## src/rtl/assert_macros.svh

```systemverilog
// Assertion helpers shared by the RTL
`ifndef ASSERT_MACROS_SVH
`define ASSERT_MACROS_SVH

// Property must hold at every clock edge outside reset
`define ASSERT_HOLDS(label, prop, msg) \
  label: assert property (@(posedge clk) disable iff (!rst_n) (prop)) else $error(msg);

// Condition must never be true outside reset
`define ASSERT_NEVER(label, cond, msg) \
  label: assert property (@(posedge clk) disable iff (!rst_n) !(cond)) else $error(msg);

`endif

```

## src/rtl/itw_pkg.sv

```systemverilog
`timescale 1ns / 1ps
package itw_pkg;

  localparam int VALUE_W = 32;
  localparam int CODE_W  = 6;
  localparam int DIGITS  = 12;
  localparam int BCD_W   = DIGITS * 4;

  // Token codes
  localparam logic [CODE_W-1:0] TOK_ZERO     = 6'd0;
  localparam logic [CODE_W-1:0] TOK_TEN      = 6'd10;
  localparam logic [CODE_W-1:0] TOK_TENS_OFS = 6'd18;
  localparam logic [CODE_W-1:0] TOK_HUNDRED  = 6'd28;
  localparam logic [CODE_W-1:0] TOK_NEGATIVE = 6'd32;

  typedef enum logic [3:0] {
    ST_IDLE,
    ST_CONV,
    ST_SIGN,
    ST_ZERO,
    ST_HDIG,
    ST_HUND,
    ST_TENS,
    ST_ONES,
    ST_SCALE
  } itw_state_t;

endpackage

```

## src/rtl/integer_to_word_tokens.sv

```systemverilog
`timescale 1ns / 1ps
// Channel  | Direction | Ports
// ---------+-----------+--------------------------------------------
// in       | input     | in_valid, in_ready, in_value[31:0] signed
// out      | output    | out_valid, out_ready, out_word_code[5:0], out_last_word
//
// One value is accepted, then converted by shift-and-add-3 BCD (one magnitude
// bit per cycle), then a sequencer walks up to four three-digit groups, one step
// per cycle while no token waits on a stalled output, one token at most per step.
// in_ready is high only while the sequencer is idle; a stalled output register
// holds the sequencer. Synchronous active-low reset returns to idle, output empty.
module integer_to_word_tokens (
  input  logic                          clk,
  input  logic                          rst_n,
  input  logic                          in_valid,
  output logic                          in_ready,
  input  logic signed [itw_pkg::VALUE_W-1:0] in_value,
  output logic                          out_valid,
  input  logic                          out_ready,
  output logic [itw_pkg::CODE_W-1:0]    out_word_code,
  output logic                          out_last_word
);
  import itw_pkg::*;

  itw_state_t          state_r, state_nxt;
  logic [VALUE_W-1:0]  shreg_r, shreg_nxt;
  logic [BCD_W-1:0]    bcd_r, bcd_nxt;
  logic [BCD_W-1:0]    adj;
  logic [4:0]          cnt_r, cnt_nxt;
  logic [1:0]          grp_cnt_r, grp_cnt_nxt;
  logic                neg_r, neg_nxt;
  logic                out_valid_r, out_valid_nxt;
  logic [CODE_W-1:0]   out_code_r, out_code_nxt;
  logic                out_last_r, out_last_nxt;

  logic                emit;
  logic [CODE_W-1:0]   emit_code;
  logic                emit_last;
  logic                slot_free;
  logic                go;
  logic [11:0]         grp;
  logic [3:0]          dig_h, dig_t, dig_o;
  logic                lower_zero;
  logic                conv_last;

  assign in_ready      = (state_r == ST_IDLE);
  assign out_valid     = out_valid_r;
  assign out_word_code = out_code_r;
  assign out_last_word = out_last_r;

  assign slot_free  = !out_valid_r || out_ready;
  assign grp        = bcd_r[BCD_W-1 -: 12];
  assign dig_h      = grp[11:8];
  assign dig_t      = grp[7:4];
  assign dig_o      = grp[3:0];
  assign lower_zero = (bcd_r[BCD_W-13:0] == '0);
  assign conv_last  = (state_r == ST_CONV) && (cnt_r == 5'd31);

  // Add 3 to every BCD digit of five or more before the next shift
  always_comb begin
    for (int i = 0; i < DIGITS; i++) begin
      adj[i*4 +: 4] = (bcd_r[i*4 +: 4] >= 4'd5) ? bcd_r[i*4 +: 4] + 4'd3
                                                 : bcd_r[i*4 +: 4];
    end
  end

  // Next state, datapath and token selection
  always_comb begin
    state_nxt   = state_r;
    shreg_nxt   = shreg_r;
    bcd_nxt     = bcd_r;
    cnt_nxt     = cnt_r;
    grp_cnt_nxt = grp_cnt_r;
    neg_nxt     = neg_r;
    emit        = 1'b0;
    emit_code   = TOK_ZERO;
    emit_last   = 1'b0;
    go          = 1'b0;

    case (state_r)
      ST_IDLE: begin
        if (in_valid) begin
          shreg_nxt   = in_value[VALUE_W-1] ? VALUE_W'(32'd0 - in_value) : in_value;
          bcd_nxt     = '0;
          neg_nxt     = in_value[VALUE_W-1];
          cnt_nxt     = '0;
          grp_cnt_nxt = 2'd3;
          state_nxt   = ST_CONV;
        end
      end
      ST_CONV: begin
        {bcd_nxt, shreg_nxt} = {adj, shreg_r} << 1;
        cnt_nxt = cnt_r + 5'd1;
        if (conv_last) state_nxt = ST_SIGN;
      end
      ST_SIGN: begin
        emit      = neg_r;
        emit_code = TOK_NEGATIVE;
        go        = !emit || slot_free;
        if (go) state_nxt = (bcd_r == '0) ? ST_ZERO : ST_HDIG;
      end
      ST_ZERO: begin
        emit      = 1'b1;
        emit_code = TOK_ZERO;
        emit_last = 1'b1;
        go        = slot_free;
        if (go) state_nxt = ST_IDLE;
      end
      ST_HDIG: begin
        if (grp == '0) begin
          // skip an empty group, scale word included
          if (grp_cnt_r == 2'd0) begin
            state_nxt = ST_IDLE;
          end else begin
            bcd_nxt     = {bcd_r[BCD_W-13:0], 12'd0};
            grp_cnt_nxt = grp_cnt_r - 2'd1;
          end
        end else begin
          emit      = (dig_h != 4'd0);
          emit_code = {2'b00, dig_h};
          go        = !emit || slot_free;
          if (go) state_nxt = emit ? ST_HUND : ST_TENS;
        end
      end
      ST_HUND: begin
        emit      = 1'b1;
        emit_code = TOK_HUNDRED;
        emit_last = (dig_t == 4'd0) && (dig_o == 4'd0) && (grp_cnt_r == 2'd0);
        go        = slot_free;
        if (go) state_nxt = ST_TENS;
      end
      ST_TENS: begin
        if (dig_t >= 4'd2) begin
          emit      = 1'b1;
          emit_code = TOK_TENS_OFS + {2'b00, dig_t};
          emit_last = (dig_o == 4'd0) && (grp_cnt_r == 2'd0);
        end else if (dig_t == 4'd1) begin
          emit      = 1'b1;
          emit_code = TOK_TEN + {2'b00, dig_o};
          emit_last = (grp_cnt_r == 2'd0);
        end else begin
          emit      = (dig_o != 4'd0);
          emit_code = {2'b00, dig_o};
          emit_last = (grp_cnt_r == 2'd0);
        end
        go = !emit || slot_free;
        if (go) state_nxt = (dig_t >= 4'd2) ? ST_ONES : ST_SCALE;
      end
      ST_ONES: begin
        emit      = (dig_o != 4'd0);
        emit_code = {2'b00, dig_o};
        emit_last = (grp_cnt_r == 2'd0);
        go        = !emit || slot_free;
        if (go) state_nxt = ST_SCALE;
      end
      ST_SCALE: begin
        if (grp_cnt_r == 2'd0) begin
          state_nxt = ST_IDLE;
        end else begin
          emit      = 1'b1;
          emit_code = TOK_HUNDRED + {4'd0, grp_cnt_r};
          emit_last = lower_zero;
          go        = slot_free;
          if (go) begin
            if (lower_zero) begin
              state_nxt = ST_IDLE;
            end else begin
              bcd_nxt     = {bcd_r[BCD_W-13:0], 12'd0};
              grp_cnt_nxt = grp_cnt_r - 2'd1;
              state_nxt   = ST_HDIG;
            end
          end
        end
      end
      default: state_nxt = ST_IDLE;
    endcase
  end

  // Load the output register on a token, drop it once taken
  always_comb begin
    out_valid_nxt = out_valid_r;
    out_code_nxt  = out_code_r;
    out_last_nxt  = out_last_r;
    if (emit && slot_free) begin
      out_valid_nxt = 1'b1;
      out_code_nxt  = emit_code;
      out_last_nxt  = emit_last;
    end else if (out_ready) begin
      out_valid_nxt = 1'b0;
    end
  end

  // Control registers
  always_ff @(posedge clk) begin
    if (!rst_n) begin
      state_r     <= ST_IDLE;
      out_valid_r <= 1'b0;
    end else begin
      state_r     <= state_nxt;
      out_valid_r <= out_valid_nxt;
    end
  end

  // Datapath registers
  always_ff @(posedge clk) begin
    shreg_r    <= shreg_nxt;
    bcd_r      <= bcd_nxt;
    cnt_r      <= cnt_nxt;
    grp_cnt_r  <= grp_cnt_nxt;
    neg_r      <= neg_nxt;
    out_code_r <= out_code_nxt;
    out_last_r <= out_last_nxt;
  end

`include "assert_macros.svh"

  `ASSERT_HOLDS(a_code_range, out_valid_r |-> (out_code_r <= TOK_NEGATIVE), "bad token code")
  `ASSERT_HOLDS(a_top_digits, (state_r == ST_SIGN) |-> (bcd_r[47:40] == '0), "top digits set")
  `ASSERT_NEVER(a_idle_emit, (in_ready || (state_r == ST_CONV)) && emit, "early token")
  `ASSERT_HOLDS(a_conv_done, conv_last |=> (state_r == ST_SIGN), "conversion length")

endmodule
```

## config.mk

```make
export PLATFORM = sky130hd
export DESIGN_NAME = integer_to_word_tokens
export DESIGN_NICKNAME = d
export VERILOG_FILES = /design/src/rtl/itw_pkg.sv /design/src/rtl/integer_to_word_tokens.sv
export VERILOG_INCLUDE_DIRS = /design/src /design/src/rtl
export SDC_FILE = /design/constraint.sdc
export NUM_CORES = 1
export LEC_CHECK = 0
export BUFFER_PORTS_ARGS = -buffer_cell sky130_fd_sc_hd__clkbuf_2
export CORE_MARGIN = 8
export CORE_UTILIZATION = 45
export DETAILED_ROUTE_END_ITERATION = 16
export PLACE_DENSITY_LB_ADDON = 0.05
export SLEW_MARGIN = 20
export SYNTH_ARGS = -nofsm -noshare
export SYNTH_HDL_FRONTEND = slang
export SYNTH_SLANG_ARGS = --single-unit
```

## constraint.sdc

```tcl
create_clock -name clk -period 6.53 [get_ports clk]
set_clock_uncertainty 0.15 [all_clocks]
set_input_delay 0.9795 -clock clk [delete_from_list [all_inputs] [get_ports clk]]
set_output_delay 0.9795 -clock clk [all_outputs]
set_load 0.005 [all_outputs]
```

==> results.yml <==
outcome:
  outcome: "complete, no violations"
clock_tree:
  post_cts_buffers: 0
  numCtsBuffers: 9
  htree_levels: 3
  cts_hold_buf: 0
  clk_pin_slew_ns: 0.07
  clockBufferDepth: 2
  clkLatencyLatePin_ns: 0.35
  cts_root_buffer: "clkbuf_16"
  clkSinkCount: 100
  tritoncts: "yes"
  cts_resized: 0
timing:
  tightest_slew_ns: 0.864
  setup_viol: 0
  drv_slew: 0
  min_period_ns: 3.24
  fmax_ghz: 0.308
  fin_tns_setup_ns: 0
  hold_viol_final: 0
  rsz0062_at_grt: "false"
  timing.final.crit_share: 0.497
  max_slew_margin: 0.424
die:
  dieHeight_um: 137
  core_area_mm2: 0.0145
  die_width_um: 137
  pin_count: 45
  row_count: 44
  die-area_mm2: 0.0189
  initial_utilization: 0.459
global_route:
  grt_pass1_vias: 4987
  grt_max_degree: 71
  grt_util_all_layers: 0.162
  gr-total-overflow: 0
  antenna_found_initial: 0
  grt_pass1_wl_um: 24600
worst_hold_path:
  hold_depth: 1
  worstHoldEndpoint: "bcd_r[0]"
  min_from: "shreg_r[31]"
  holdCritPathClass: "flip-flop to flip-flop"
placed_design:
  gp_congestion: 0.847
  port_buffers: 44
  dpl.hpwl_um: 10400
critical_path:
  required_ns: 6.36
  reg2regPathDepth: 6
  timing.rr.end: "bcd_r[9]"
  crit_type: "flip-flop to flip-flop"
  arrival_ns: 3.08
  crit_fanout: 48
  end_kind: "flip-flop"
  r2r-start: "bcd_r[44]"
  critPathLaunchType: "flip-flop"
  r2r_slack_ns: 3.29
power_and_ir_drop:
  ir_drop_v: 0.000240
  p_leak_nw: 2.70
  powerDensity_mw_per_mm2: 486
logic_synthesis:
  syn-cell-area_mm2: 0.00664
  synth_fp_nets: 753
  syn_inst: 674
  synth.avg_cell_area_um2: 9.85
  synth_mux_area_frac: 0.00754
  yosysWarnings: 0
  synth_edf_count: 95
  synth_xor_area_frac: 0.0686
  synthAdderAreaFrac: 0.0810
  synth_seq_area_share: 0.445
  synth-compound-area-share: 0.178
  yosys_most_used_dff: "edfxtp_1"
  yosys.area_share.simple: 0.181
  synth_top_family_by_area: "simple AND/OR/NAND/NOR gates"
  ys_types: 60
  ys_seq_elements: 100
  synth_async_sr_flop_share: 0
finish:
  drive_gt1_frac: 0.120
  syn2layout_area_growth_pct: 10.3
  layout.nets: 780
  utilization: 0.506
  n_antenna_cell: 0
detailed_routing:
  via_count: 4993
  totalWireLength_um: 14600
  drt-initial-drc-count: 480
  postRouteAntennaNets: 0
  drtPass1Iterations: 5
  drc: 0
  wl_per_cell_um: 16.4
  vias_per_cell: 5.61
run:
  maxCapViolations: 0
==> worst max path at each step <==
stage / end / startpoint / depth (start not counted) / slack (ns)
2_1_floorplan: bcd_r[0] / bcd_r[41] / 5 / 1.80
3_3_place_gp: shreg_r[24] / in_value[18] / 6 / 3.29
3_5_place_dp: shreg_r[24] / in_value[20] / 6 / 3.24
4_1_cts: bcd_r[11] / bcd_r[44] / 6 / 3.31
5_1_grt: bcd_r[11] / bcd_r[44] / 6 / 3.15
6_report: bcd_r[9] / bcd_r[44] / 6 / 3.29
==> synthesized netlist by cell type (8+ instances only) <==
cell type,count,area (um^2)
a21oi_1,42,210
inv_1,35,131
o21ai_1,13,65.1
ha_1,43,538
o31ai_1,15,113
o41ai_2,8,130
a22o_1,10,87.6
edfxtp_1,95,2850
nor3b_1,15,113
nand3_1,8,40.0
nand2b_1,14,87.6
nor4_1,8,50.1
nor2_1,32,120
nand2_1,87,327
xor2_1,34,298
xnor2_1,18,158
clkbuf_1,27,101
o21ai_0,68,340
nor3_1,8,40.0
==> routing by layer <==
| metal | share of wire | track usage |
|---|---|---|
| met5 | 0 | 0 |
| met4 | 0.012 | 0.0531 |
| met3 | 0.029 | 0.0230 |
| met2 | 0.48 | 0.268 |
| met1 | 0.48 | 0.214 |
==> area by class of cell <==
type	instances	area, um^2
Clock inverter	6	88.8
Sequential cell	100	2950
Tap cell	184	230
Timing Repair Buffer	48	250
Inverter	35	131
Multi-Input combinational cell	507	3440
Fill cell	1345	7150
Clock buffer	10	229
==> registers in the layout (all words and copies together) (netlist names) <==
signal and count:
bcd_r 48, cnt_r 5, grp_cnt_r 2, neg_r 1, out_last_word 1, out_valid 1, out_word_code 6, shreg_r 32
state_r 4
==> logic make-up after synthesis <==
logic type | after synthesis
simple gates | 222
compound gates | 185
flops | 100
buf+inv | 67
xor+xnor | 52
fa+ha+maj | 43
mux | 5
==> report_power, final <==
part           total (mW)  leakage [nW]  switching [mW]  internal [mW]
sequential           1.51         0.993           0.293           1.21
clock               0.576         0.149           0.240          0.336
combinational        1.48          1.56           0.924          0.555
==> metrics by stage <==
| step | hold slack [ns] | cell area (um^2) | instances | setup slack [ns] | power [mW] |
|---|---|---|---|---|---|
| 3_3_place_gp | 0.357 | 7010 | 874 | 3.29 | 2.97 |
| 6_report | 0.367 | 7330 | 890 | 3.29 | 3.56 |
| 2_1_floorplan | 0.344 | 6650 | 674 | 1.80 | 2.56 |
| 4_1_cts | 0.371 | 7330 | 890 | 3.31 | 3.60 |
| 5_1_grt | 0.395 | 7330 | 890 | 3.15 | 3.86 |
| 3_5_place_dp | 0.354 | 7010 | 874 | 3.24 | 3.01 |
==> worst max-delay path, stage by stage, from the launching register on <==
cell      delay [ns]
edfxtp_1        0.40
inv_1           0.14
ha_1            0.23
nor3b_1         0.72
a31oi_1         0.32
nor4_4          0.33
buf_4           0.57
==> layout by cell type, fill, tap and decap left out, types with 3 or more instances in the layout <==
master | synthesis | layout
a21oi_1 | 42 | 42
a22o_1 | 10 | 10
and2_1 | 4 | 4
buf_4 | 0 | 4
clkbuf_16 | 0 | 9
clkbuf_2 | 0 | 44
dfxtp_1 | 5 | 5
edfxtp_1 | 95 | 95
ha_1 | 43 | 43
inv_1 | 35 | 35
mux2i_1 | 5 | 5
nand2_1 | 87 | 87
nand2b_1 | 14 | 14
nand3_1 | 8 | 8
nand4b_1 | 3 | 3
nor2_1 | 32 | 32
nor2b_1 | 5 | 5
nor3_1 | 8 | 7
nor3b_1 | 15 | 15
nor4_1 | 8 | 7
nor4b_1 | 7 | 7
o21ai_0 | 68 | 68
o21ai_1 | 13 | 13
o31ai_1 | 15 | 15
o41ai_1 | 6 | 6
o41ai_2 | 8 | 8
or2_2 | 3 | 3
or3_1 | 7 | 7
or4_1 | 3 | 3
or4_4 | 3 | 3
or4b_1 | 3 | 3
xnor2_1 | 18 | 18
xor2_1 | 34 | 34
No activity file was read; power rests on OpenSTA's default activity.
